==> src/rtl/rtp_fragment_reassembly_tracker_top_assert.svh <==
// ---------------------------------------------------------------------------
// Assertion macros for the RTP fragment reassembly tracker.
// Both macros sample on the rising edge of clk and stay quiet during reset.
// ---------------------------------------------------------------------------
`ifndef RTP_FRAGMENT_REASSEMBLY_TRACKER_TOP_ASSERT_SVH
`define RTP_FRAGMENT_REASSEMBLY_TRACKER_TOP_ASSERT_SVH

// Same-cycle implication: antecedent holds, consequent holds in that cycle.
`define RTP_ASSERT_NOW(lbl, ante, cons, msg) \
	lbl: assert property (@(posedge clk) disable iff (!arst_n) (ante) |-> (cons)) \
		else $error(msg);

// Next-cycle implication: antecedent holds, consequent holds in the next cycle.
`define RTP_ASSERT_NEXT(lbl, ante, cons, msg) \
	lbl: assert property (@(posedge clk) disable iff (!arst_n) (ante) |=> (cons)) \
		else $error(msg);

`endif

==> src/rtl/rtpfrt_pkg.sv <==
// ---------------------------------------------------------------------------
// rtpfrt_pkg
// Types and constants of the RTP fragment reassembly tracker.
// ---------------------------------------------------------------------------
`timescale 1ns / 1ps

package rtpfrt_pkg;

	localparam int TS_W    = 32;
	localparam int SEQ_W   = 16;
	localparam int LEN_W   = 11;
	localparam int CNT_W   = 17;
	localparam int BYTES_W = 27;
	localparam int SLOT_OUT_W = 3;

	localparam int DEFAULT_SLOTS = 8;

	// Payload length above this counts as this many bytes
	localparam int MAX_FRAGMENT_BYTES = 1500;

	localparam logic [SEQ_W-1:0]   SEQ_MASK  = 16'hffff;
	localparam logic [CNT_W-1:0]   COUNT_MAX = 17'h10000;
	localparam logic [BYTES_W-1:0] BYTES_MAX = 27'h7ffffff;

	// Register index, taken from paddr bit 2
	localparam logic REG_FRAGMENT_MODE = 1'b0;

	typedef enum logic [2:0] {
		DISP_PASS     = 3'd0,
		DISP_OPEN     = 3'd1,
		DISP_STORED   = 3'd2,
		DISP_COMPLETE = 3'd3,
		DISP_DROP     = 3'd4
	} disp_t;

	typedef enum logic [1:0] {
		ST_IDLE,
		ST_LOOKUP,
		ST_UPDATE
	} state_t;

	// Per-slot record held in the slot memory
	typedef struct packed {
		logic [SEQ_W-1:0]   start_seq;
		logic [SEQ_W-1:0]   end_seq;
		logic               end_known;
		logic [CNT_W-1:0]   count;
		logic [BYTES_W-1:0] bytes;
	} slot_entry_t;

endpackage

==> src/rtl/rtp_fragment_reassembly_tracker_top.sv <==
// ---------------------------------------------------------------------------
// rtp_fragment_reassembly_tracker_top
// Tracks marker-delimited RTP frames by timestamp and reports one result word
// per packet header word.
// ---------------------------------------------------------------------------
// Each packet header goes through IDLE (accept), LOOKUP (timestamp match
// against the slot tags with a read of the matching slot record) and UPDATE
// (the read-modify-write of that record and the load of the result register).
// A header is accepted only when the previous one has finished; the update
// waits while the result register still holds a word that was not taken. Slot
// valid bits are flip-flops cleared by reset, so no clearing pass runs. The
// user is to write fragment_mode (APB byte address 0) only while the block is
// idle; the block itself does not enforce this.
// ---------------------------------------------------------------------------
`timescale 1ns / 1ps

module rtp_fragment_reassembly_tracker_top #(
	parameter int SLOTS = rtpfrt_pkg::DEFAULT_SLOTS
) (
	input  logic         clk,
	input  logic         arst_n,
	// APB configuration port
	input  logic         psel,
	input  logic         penable,
	input  logic         pwrite,
	input  logic [2:0]   paddr,
	input  logic [31:0]  pwdata,
	output logic [31:0]  prdata,
	output logic         pready,
	// Header stream in
	input  logic         s_tvalid,
	output logic         s_tready,
	// s_tdata: timestamp[31:0], seq_number[47:32], pkt_len[58:48], zero fill
	input  logic [63:0]  s_tdata,
	// s_tuser: marker
	input  logic         s_tuser,
	// Result stream out
	output logic         m_tvalid,
	input  logic         m_tready,
	// m_tdata: slot_index[2:0], frame_timestamp[34:3], start_seq[50:35],
	//          fragment_count[67:51], total_bytes[94:68], zero fill
	output logic [95:0]  m_tdata,
	// m_tuser: disposition
	output logic [2:0]   m_tuser
);

	localparam int SLOT_W = (SLOTS > 1) ? $clog2(SLOTS) : 1;
	localparam int TS_W    = rtpfrt_pkg::TS_W;
	localparam int SEQ_W   = rtpfrt_pkg::SEQ_W;
	localparam int LEN_W   = rtpfrt_pkg::LEN_W;
	localparam int CNT_W   = rtpfrt_pkg::CNT_W;
	localparam int BYTES_W = rtpfrt_pkg::BYTES_W;

	// Control
	rtpfrt_pkg::state_t state_q, state_n;
	logic lookup_en;
	logic update_go;
	logic mode_q;

	// Captured header
	logic [TS_W-1:0]  ts_s1;
	logic [SEQ_W-1:0] seq_s1;
	logic             mark_s1;
	logic [LEN_W-1:0] len_s1;
	logic [LEN_W-1:0] len_clamped;

	// Tag match results
	logic              hit;
	logic              free;
	logic [SLOT_W-1:0] hit_idx;
	logic [SLOT_W-1:0] free_idx;
	logic              hit_s2;
	logic              free_s2;
	logic [SLOT_W-1:0] hit_idx_s2;
	logic [SLOT_W-1:0] free_idx_s2;

	// Slot tags in flops, slot records in memory
	logic [SLOTS-1:0]  slot_valid_q;
	logic [TS_W-1:0]   slot_ts_q [SLOTS];
	rtpfrt_pkg::slot_entry_t slot_mem [SLOTS];
	rtpfrt_pkg::slot_entry_t slot_rd_q;

	// Update results
	rtpfrt_pkg::disp_t       disp_n;
	logic [SLOT_W-1:0]       idx_n;
	rtpfrt_pkg::slot_entry_t entry_n;
	logic                    mem_we;
	logic [CNT_W-1:0]        cnt_inc;
	logic [BYTES_W:0]        bytes_sum;
	logic [BYTES_W-1:0]      bytes_new;
	logic [SEQ_W-1:0]        end_new;
	logic                    known_new;
	logic [CNT_W-1:0]        expect_cnt;
	logic                    complete;
	logic [SEQ_W-1:0]        out_seq_n;
	logic [CNT_W-1:0]        out_cnt_n;
	logic [BYTES_W-1:0]      out_bytes_n;

	// Result register
	logic                    m_tvalid_q;
	rtpfrt_pkg::disp_t       out_disp_q;
	logic [2:0]              out_slot_q;
	logic [TS_W-1:0]         out_ts_q;
	logic [SEQ_W-1:0]        out_seq_q;
	logic [CNT_W-1:0]        out_cnt_q;
	logic [BYTES_W-1:0]      out_bytes_q;

	// APB: always ready, one register
	assign pready = 1'b1;
	assign prdata = (paddr[2] == rtpfrt_pkg::REG_FRAGMENT_MODE) ? {31'd0, mode_q} : 32'd0;

	always_ff @(posedge clk or negedge arst_n) begin
		if (!arst_n) begin
			mode_q <= 1'b0;
		end else if (psel && penable && pwrite && pready &&
				(paddr[2] == rtpfrt_pkg::REG_FRAGMENT_MODE)) begin
			mode_q <= pwdata[0];
		end
	end

	// Next state
	always_comb begin
		state_n = state_q;
		case (state_q)
			rtpfrt_pkg::ST_IDLE: begin
				if (s_tvalid) state_n = rtpfrt_pkg::ST_LOOKUP;
			end
			rtpfrt_pkg::ST_LOOKUP: begin
				state_n = rtpfrt_pkg::ST_UPDATE;
			end
			rtpfrt_pkg::ST_UPDATE: begin
				if (!m_tvalid_q || m_tready) state_n = rtpfrt_pkg::ST_IDLE;
			end
			default: begin
				state_n = rtpfrt_pkg::ST_IDLE;
			end
		endcase
	end

	// State outputs
	always_comb begin
		s_tready  = 1'b0;
		lookup_en = 1'b0;
		update_go = 1'b0;
		case (state_q)
			rtpfrt_pkg::ST_IDLE:   s_tready  = 1'b1;
			rtpfrt_pkg::ST_LOOKUP: lookup_en = 1'b1;
			rtpfrt_pkg::ST_UPDATE: update_go = !m_tvalid_q || m_tready;
			default: begin
				s_tready = 1'b0;
			end
		endcase
	end

	always_ff @(posedge clk or negedge arst_n) begin
		if (!arst_n) begin
			state_q <= rtpfrt_pkg::ST_IDLE;
		end else begin
			state_q <= state_n;
		end
	end

	// Clamp oversized payloads
	always_comb begin
		if (32'(s_tdata[58:48]) > rtpfrt_pkg::MAX_FRAGMENT_BYTES) begin
			len_clamped = LEN_W'(rtpfrt_pkg::MAX_FRAGMENT_BYTES);
		end else begin
			len_clamped = s_tdata[58:48];
		end
	end

	// Capture the header word
	always_ff @(posedge clk) begin
		if (s_tvalid && s_tready) begin
			ts_s1   <= s_tdata[31:0];
			seq_s1  <= s_tdata[47:32];
			mark_s1 <= s_tuser;
			len_s1  <= len_clamped;
		end
	end

	// Match timestamp against all tags; lowest slot wins
	always_comb begin
		hit      = 1'b0;
		free     = 1'b0;
		hit_idx  = '0;
		free_idx = '0;
		for (int i = SLOTS - 1; i >= 0; i--) begin
			if (slot_valid_q[i] && (slot_ts_q[i] == ts_s1)) begin
				hit     = 1'b1;
				hit_idx = SLOT_W'(i);
			end
			if (!slot_valid_q[i]) begin
				free     = 1'b1;
				free_idx = SLOT_W'(i);
			end
		end
	end

	// Register the match; a disabled mode never hits the table
	always_ff @(posedge clk) begin
		if (lookup_en) begin
			hit_s2      <= mode_q && hit;
			free_s2     <= free;
			hit_idx_s2  <= hit_idx;
			free_idx_s2 <= free_idx;
		end
	end

	// Slot memory read, registered
	always_ff @(posedge clk) begin
		if (lookup_en) begin
			slot_rd_q <= slot_mem[hit_idx];
		end
	end

	// Advance the matched slot record
	always_comb begin
		cnt_inc    = (slot_rd_q.count < rtpfrt_pkg::COUNT_MAX) ?
			slot_rd_q.count + CNT_W'(1) : slot_rd_q.count;
		bytes_sum  = {1'b0, slot_rd_q.bytes} + (BYTES_W + 1)'(len_s1);
		bytes_new  = (bytes_sum > {1'b0, rtpfrt_pkg::BYTES_MAX}) ?
			rtpfrt_pkg::BYTES_MAX : bytes_sum[BYTES_W-1:0];
		end_new    = mark_s1 ? seq_s1 : slot_rd_q.end_seq;
		known_new  = mark_s1 || slot_rd_q.end_known;
		expect_cnt = {1'b0, (end_new - slot_rd_q.start_seq) & rtpfrt_pkg::SEQ_MASK} +
			CNT_W'(1);
		complete   = known_new && (expect_cnt == cnt_inc);
	end

	// Decide the disposition and the record to write back
	always_comb begin
		disp_n      = rtpfrt_pkg::DISP_PASS;
		idx_n       = free_idx_s2;
		mem_we      = 1'b0;
		out_seq_n   = seq_s1;
		out_cnt_n   = CNT_W'(1);
		out_bytes_n = BYTES_W'(len_s1);
		entry_n.start_seq = slot_rd_q.start_seq;
		entry_n.end_seq   = end_new;
		entry_n.end_known = known_new;
		entry_n.count     = cnt_inc;
		entry_n.bytes     = bytes_new;
		if (!mode_q) begin
			disp_n = rtpfrt_pkg::DISP_PASS;
		end else if (hit_s2) begin
			idx_n       = hit_idx_s2;
			mem_we      = 1'b1;
			disp_n      = complete ? rtpfrt_pkg::DISP_COMPLETE : rtpfrt_pkg::DISP_STORED;
			out_seq_n   = slot_rd_q.start_seq;
			out_cnt_n   = cnt_inc;
			out_bytes_n = bytes_new;
		end else if (!mark_s1) begin
			disp_n = rtpfrt_pkg::DISP_PASS;
		end else if (!free_s2) begin
			disp_n = rtpfrt_pkg::DISP_DROP;
		end else begin
			disp_n            = rtpfrt_pkg::DISP_OPEN;
			mem_we            = 1'b1;
			entry_n.start_seq = seq_s1;
			entry_n.end_seq   = '0;
			entry_n.end_known = 1'b0;
			entry_n.count     = CNT_W'(1);
			entry_n.bytes     = BYTES_W'(len_s1);
		end
	end

	// Write back the slot record
	always_ff @(posedge clk) begin
		if (update_go && mem_we) begin
			slot_mem[idx_n] <= entry_n;
		end
	end

	// Tags: set on open
	always_ff @(posedge clk) begin
		if (update_go && (disp_n == rtpfrt_pkg::DISP_OPEN)) begin
			slot_ts_q[idx_n] <= ts_s1;
		end
	end

	// Valid bits: set on open, drop on complete
	always_ff @(posedge clk or negedge arst_n) begin
		if (!arst_n) begin
			slot_valid_q <= '0;
		end else if (update_go) begin
			if (disp_n == rtpfrt_pkg::DISP_OPEN) begin
				slot_valid_q[idx_n] <= 1'b1;
			end else if (disp_n == rtpfrt_pkg::DISP_COMPLETE) begin
				slot_valid_q[idx_n] <= 1'b0;
			end
		end
	end

	// Result register
	always_ff @(posedge clk or negedge arst_n) begin
		if (!arst_n) begin
			m_tvalid_q <= 1'b0;
		end else if (update_go) begin
			m_tvalid_q <= 1'b1;
		end else if (m_tready) begin
			m_tvalid_q <= 1'b0;
		end
	end

	always_ff @(posedge clk) begin
		if (update_go) begin
			out_disp_q  <= disp_n;
			out_slot_q  <= (disp_n == rtpfrt_pkg::DISP_PASS ||
				disp_n == rtpfrt_pkg::DISP_DROP) ? 3'd0 : 3'(idx_n);
			out_ts_q    <= ts_s1;
			out_seq_q   <= out_seq_n;
			out_cnt_q   <= out_cnt_n;
			out_bytes_q <= out_bytes_n;
		end
	end

	assign m_tvalid = m_tvalid_q;
	assign m_tuser  = out_disp_q;
	assign m_tdata  = {1'b0, out_bytes_q, out_cnt_q, out_seq_q, out_ts_q, out_slot_q};

	`include "rtp_fragment_reassembly_tracker_top_assert.svh"

	`RTP_ASSERT_NEXT(a_one_in_flight, s_tvalid && s_tready, !s_tready, "header accepted while busy")
	`RTP_ASSERT_NEXT(a_open_sets_valid, update_go && (disp_n == rtpfrt_pkg::DISP_OPEN), slot_valid_q[$past(idx_n)], "opened slot not valid")
	`RTP_ASSERT_NEXT(a_complete_frees, update_go && (disp_n == rtpfrt_pkg::DISP_COMPLETE), !slot_valid_q[$past(idx_n)], "completed slot still valid")
	`RTP_ASSERT_NOW(a_mode_off_pass, update_go && !mode_q, disp_n == rtpfrt_pkg::DISP_PASS, "table used with fragment mode off")

endmodule

==> config.mk <==
export PLATFORM = sky130hd
export DESIGN_NAME = rtp_fragment_reassembly_tracker_top
export DESIGN_NICKNAME = d
export VERILOG_FILES = /design/src/rtl/rtpfrt_pkg.sv /design/src/rtl/rtp_fragment_reassembly_tracker_top.sv
export VERILOG_INCLUDE_DIRS = /design/src /design/src/rtl
export SDC_FILE = /design/constraint.sdc
export NUM_CORES = 1
export LEC_CHECK = 0
export BUFFER_PORTS_ARGS = -buffer_cell sky130_fd_sc_hd__buf_4
export CORE_ASPECT_RATIO = 0.7
export CORE_MARGIN = 4
export CORE_UTILIZATION = 45
export DETAILED_ROUTE_END_ITERATION = 12
export SLEW_MARGIN = 5
export SYNTH_ARGS = -nofsm -noshare
export SYNTH_HDL_FRONTEND = slang
export SYNTH_SLANG_ARGS = --single-unit
==> constraint.sdc <==
create_clock -name clk -period 16.96 [get_ports clk]
set_clock_uncertainty 0.15 [all_clocks]
set_input_delay 0 -clock clk [delete_from_list [all_inputs] [get_ports clk]]
set_output_delay 0 -clock clk [all_outputs]
set_load 0.01 [all_outputs]
# After elaboration in Yosys (flattened, before gate mapping)
# Memory sizes are Yosys's and may differ from the RTL's. A register that Yosys moved wholly into a read port is not among the register bits.
# Index checks and enable logic that the tools add are counted.
# totals
reg_bits	178
ramBits	872
input_bits	107
output_inout_bits	134
wordCells	146
mem_count	2
# mem_list
name	depth	width	rd	rd_clocked_by_memory_dff	write_ports	line_no	text
slot_mem	8	77	1	1	1	rtp_fragment_reassembly_tracker_top.sv:80	rtpfrt_pkg::slot_entry_t slot_mem [SLOTS];
slot_ts_q	8	32	8	0	1	rtp_fragment_reassembly_tracker_top.sv:79	logic [TS_W-1:0] slot_ts_q [SLOTS];
# op_classes
add_sub_neg	4
order_cmp	5
n_eq_ne	16
n_mux	63
bitwise	4
reduce_logical	31
# op_table
cell	count
2-to-1 mux 77 bit	4
== test 32 bit	8
2-to-1 mux 3 bit	18
2-to-1 mux 16 bit	3
adder 27 x 11 -> 28 bit	1
> comparator 28 x 27 -> 1 bit (second input constant)	1
2-to-1 mux 27 bit	1
2-to-1 mux 1 bit	26
2-to-1 mux 11 bit	2
adder 16 x 1 -> 17 bit (second input constant)	1
adder 17 x 1 -> 17 bit (second input constant)	1
== test 17 bit	1
logical AND 1 bit	17
less-than comparator 17 bit (second input constant)	1
2-to-1 mux 17 bit	1
2-to-1 mux 8 bit	2
subtractor 16 bit	1
> comparator 11 bit (second input constant)	1
AND 8 bit	1
2-to-1 mux 2 bit	4
NOT 8 bit	1
bitwise OR 8 bit	1
AND reduction 2 bit	4
AND reduction 7 bit	1
17 further kinds	21

# Logic depth before layout (Yosys ltp)
# logic_depth
ltp_word	12
depth_mapped	16
ltp_nobuf	15

# Least setup slack after synthesis
# Ideal clock, no wire load.
# synth_timing
kind	reg-to-reg
start	register state_q[0]
end	memory slot_mem[0][0] (netlist bit), enable pin
setup_ps	513
t_arrival_ps	9493
t_required_ps	16297
path_slack_ps	6804
path_stages_with_launch	5
n_path_buf	0
period_less_slack_ps	10156
cell_sequence	dfrtp_1 -> nand2b_1 -> nor2b_1 -> nand3_1 -> nor2_1
# synth_via
elab_chain_cells	5
# synth_lines
element	line_no	text
start: declaration	rtp_fragment_reassembly_tracker_top.sv:55	rtpfrt_pkg::state_t state_q, state_n;
start signal: assignment	rtp_fragment_reassembly_tracker_top.sv:157	state_q <= rtpfrt_pkg::ST_IDLE;
start signal: assignment	rtp_fragment_reassembly_tracker_top.sv:159	state_q <= state_n;
== test 2 bit	rtp_fragment_reassembly_tracker_top.sv:145	case (state_q)
2-to-1 mux 1 bit	rtp_fragment_reassembly_tracker_top.sv:145	
net update_go	rtp_fragment_reassembly_tracker_top.sv:57	logic update_go;
logical AND 1 bit	rtp_fragment_reassembly_tracker_top.sv:270	if (update_go && mem_we) begin
2-to-1 mux 1 bit	rtp_fragment_reassembly_tracker_top.sv:270	
2-to-1 mux 1 bit (not written as such)	rtp_fragment_reassembly_tracker_top.sv:271	slot_mem[idx_n] <= entry_n;
end: declaration	rtp_fragment_reassembly_tracker_top.sv:80	
# The timed path passes the listed nets, and every way through them passes these cells.

# Final worst setup path
# layout_timing
start	register ts_s1[3]
end	register, netlist name slot_rd_q[62]
# layout_via
elab_chain_cells	10
word_cells_on_any_way	24
cone_classes	8 x eq/ne; 8 x mux; 8 x reduce/logical
# layout_lines
element	line_no	text
start: declaration	rtp_fragment_reassembly_tracker_top.sv:61	logic [TS_W-1:0] ts_s1;
start signal: assignment	rtp_fragment_reassembly_tracker_top.sv:175	ts_s1 <= s_tdata[31:0];
== test 32 bit	rtp_fragment_reassembly_tracker_top.sv:189	if (slot_valid_q[i] && (slot_ts_q[i] == ts_s1)) begin
logical AND 1 bit	rtp_fragment_reassembly_tracker_top.sv:189	
2-to-1 mux 3 bit (7 in a row)	rtp_fragment_reassembly_tracker_top.sv:189	
2-to-1 mux 3 bit *	rtp_fragment_reassembly_tracker_top.sv:189	
# Every way passes the cells marked *; elsewhere a longest branch is shown, timed or not.
# A chain may end at the register's enable or synchronous reset.

==> summary.md <==
| Metric | Value |
|---|---|
| CP Buf/Inv Count | 3 |
| Post-CTS setup buffers | 0 |
| DP Cell Count | between 4k and 5k |
| Post-DRT Antenna Nets | 0 |
| First-pass GRT wire length | 195000 um |
| Avg WL per Cell | ~25 um |
| Vias | roughly 30k |
| Delay-heaviest family, CP | buffers and inverters |
| Setup_tns | 0 ns |
| Commonest cells after routing, fill and taps aside | 1115 x edfxtp_1, 298 x nor4_1, 259 x nor2_1 |
| Post_cts resized | 0 |
| Reg2Reg Depth | 11 |
| Worst Hold Class | in2reg |
| Count of different cell masters after synthesis | between 80 and 90 |
| Final hold violations | 0 |
| CP Class | reg2reg |
| Via density | 5.87 |
| CP endpoint | slot_rd_q[62]$_DFFE_PN_ |
| Met3 wire length | ~9400 um |
| Final Slew Violations | 0 |
| PortBufs | 169 |
| Initial drt markers | around 3.2k |
| Largest fanout on the critical path | 68 |
| Yosys warnings | 0 |
| Core ar. | ~110000 um2 |
| MaxCap Viol Count | 0 |
| Most used DFF post-synth | edfxtp_1 |
| GR Overflow Total | 0 |
| Placer Congestion | 0.851 |
| Routed WL | about 130000 um |
| Largest net degree at the start of global routing | 89 |
| Endpoints failing setup | 0 |
| Vias in the first global route | about 30k |
| CP startpoint kind | register |
| CP endpoint kind | register |
| Die Footprint | ~110000 um2 |
| R2r setup slk | approximately 11 ns |
| Mapped Area | between 40000 and 50000 um2 |
| Fraction of registers with async set/reset | 0.0106 |
| Mean area per synthesized cell | between 10 and 15 um2 |
| Layout fillers | approximately 9k |
| # clock sinks | between 1k and 1.5k |
| Critical Path Source | ts_s1[3]$_DFFE_PP_ |
| H-tree levels | 3 |
| R2R Path Start | ts_s1[3]$_DFFE_PP_ |
| F_max | roughly 170 MHz |
| Width of the die | 403 um |
| Pwr per Cell Area | roughly 120 nW/um2 |
| Sequential cell area | roughly 34000 um2 |
| Starting Density | 0.453 |
| IO Count | between 200 and 250 |
| Worst slew pin tran | 1.15 ns |
| Part of the cycle the worst path needs | 0.357 |
| Post-synthesis cell count | 3376 |
| Relative slew margins | 0.223 |
| Drt first pass iters | 7 |
| Post-layout instance area | between 50000 and 60000 um2 |
| Residual DRC | 0 |
| Routed length on met1 | just over 60000 um |
| Max incr delay on CP | between 0.8 and 0.9 ns |
| Leak | around 19 nW |
| Critical Path AT | roughly 6.4 ns |
| Clock tree buffer depth | 3 |
| Final non-filler cell total | between 5k and 6k |
| Worst-path clk slew | about 0.06 ns |
| Initial antenna violation count | 1 |
| Total CTS buffers | roughly 110 |
| Required @ worst endpoint | between 15 and 20 ns |
| Status | finished clean |
| Top post-synthesis cells by area | edfxtp_1 68%, nor4_1 3.8%, xor2_1 3.7% |
| VDD IR max | approximately 83 uV |
| CTS tree | built |
| Cell row count | roughly 100 |
| Reg2reg end | slot_rd_q[62]$_DFFE_PN_ |
| Critical path depth in cells | 11 |
| Clock Latency Late Sink | a little over 0.7 ns |
| Die Span Y | about 280 um |
| Critical path cell sequence | xnor2_1, nand2_1, or3b_1, nor4_1, and4_4, buf_4, buf_4, buf_4, nor4_1, a2111o_1, a211oi_2 |
| Total power | between 0.006 and 0.007 W |
| RSZ-0062 raised after global routing | no |
| Clk root buf | clkbuf_16 |
| Total GRT Usage | 0.226 |
| Post-synth top area share | 0.681 |
| DP Area | approximately 52000 um2 |
| Nets@finish | 3793 |
| Area occupied by multi-input gates | between 10000 and 15000 um2 |
| Highest routed layer | met4 |
| Met2 Wirelength | around 57000 um |
| Slowest stage cell, crit path | buf_4 |
| Fin crit period | 6.05 ns |
| Fraction of layout instances using a drive strength above 1 | 0.146 |
| Area leader, netlist | edfxtp_1 |
| Hpwl dp | 75000 um |
| Commonest non-fill, non-tap cell in the layout | edfxtp_1 |
| Fin util | 0.522 |
| Post-synth EDFFs | approximately 1.1k |
| Synthesis-stage register bit count | between 1k and 1.5k |
| Area grow syn2layout | 15.1% |
| Sequential share of the synthesized area | 0.688 |
| Most Frequent Cell on Critical Path | buf_4 |
through the flow:
step | hold slack (ns) | setup slack [ns]
6_report | 0.0606 | 10.91
5_1_grt | 0.0564 | 10.62
4_1_cts | 0.00590 | 11.01
3_5_place_dp | -0.273 | 11.09
3_3_place_gp | -0.274 | 11.09
2_1_floorplan | -0.446 | 6.80
metal layers:
| metal | global-route usage | vias up |
|---|---|---|
| met5 | 0 | - |
| met4 | 0.0605 | 0 |
| met3 | 0.0385 | 203 |
| met2 | 0.339 | 1140 |
| met1 | 0.341 | 15400 |
| li1 | - | 13700 |
registers in the layout, indices dropped and copies added (netlist names), 11 cells and up, named ones only:
register     flops
seq_s1          16
slot_rd_q       77
out_ts_q        32
slot_mem       616
ts_s1           32
len_s1          11
out_bytes_q     27
slot_ts_q      256
out_seq_q       16
out_cnt_q       17
cells by family (layout without fill, tap and decap cells):
logic type                 Yosys count  after routing  synth area share
AOI/OAI and AO/OA                  519            519            0.0878
xor gates and xnor gates           311            311            0.0557
adders and majority gates           32             32           0.00845
buffers and inverters              295            630            0.0308
DFF                               1127           1127             0.688
muxes                              124            124            0.0256
other                                2             34          0.000153
and+or+nand+nor                    966            966             0.104
how the worst min path moves through the flow:
| stage | cells after the start | slack (ns) | to | startpoint |
|---|---|---|---|---|
| 4_1_cts | 3 | 0.006 | len_s1[7]$_SDFFCE_PN1P_ | s_tdata[55] |
| 5_1_grt | 3 | 0.06 | len_s1[7]$_SDFFCE_PN1P_ | s_tdata[55] |
| 3_5_place_dp | 1 | -0.27 | mode_q$_DFFE_PN0P_ | arst_n |
| 2_1_floorplan | 0 | -0.45 | async pin | arst_n |
| 3_3_place_gp | 1 | -0.27 | mode_q$_DFFE_PN0P_ | arst_n |
| 6_report | 3 | 0.06 | len_s1[7]$_SDFFCE_PN1P_ | s_tdata[55] |
layout make-up:
cell class,count,area share
Sequential cell,1127,0.597
Tap cell,1442,0.0319
Timing Repair Buffer,383,0.0566
Antenna cell,1,0.0000443
Inverter,48,0.00319
Clock buffer,125,0.0497
Clock inverter,74,0.0117
Multi-Input combinational cell,1985,0.249
tightest hold or removal path, delay by kind of cell:
| family | cells | cell delay [ns] |
|---|---|---|
| buffers and inverters | 2 | 0.62 |
| and+or+nand+nor | 1 | 0.15 |
cells in the mapped netlist, types with 17 or more instances:
| library cell | instances |
|---|---|
| edfxtp_1 | 1115 |
| nor4_1 | 298 |
| nor2_1 | 276 |
| xor2_1 | 205 |
| nand2_1 | 128 |
| mux2i_1 | 110 |
| xnor2_1 | 105 |
| clkbuf_1 | 89 |
| a21o_1 | 83 |
| buf_2 | 83 |
| a211oi_1 | 79 |
| a211oi_2 | 73 |
| a2111o_1 | 72 |
| a21oi_1 | 61 |
| o21ai_0 | 51 |
| buf_4 | 49 |
| nand4_1 | 48 |
| inv_1 | 47 |
| nor3_1 | 41 |
| nand3_1 | 36 |
| ha_1 | 30 |
| and2_1 | 21 |
| a31oi_1 | 20 |
| and3_1 | 17 |
where the power goes:
part	switching (W)	total [W]	internal (W)
logic	0.000696	0.00102	0.000323
clock network	0.00107	0.00239	0.00133
registers	0.0000863	0.00343	0.00334
what timing repair did:
action	in CTS	in global routing
hold buffers	129	0
setup endpoints to repair	0	0
endpoints found under the hold margin	118	0
No activity file was read; power rests on OpenSTA's default activity.
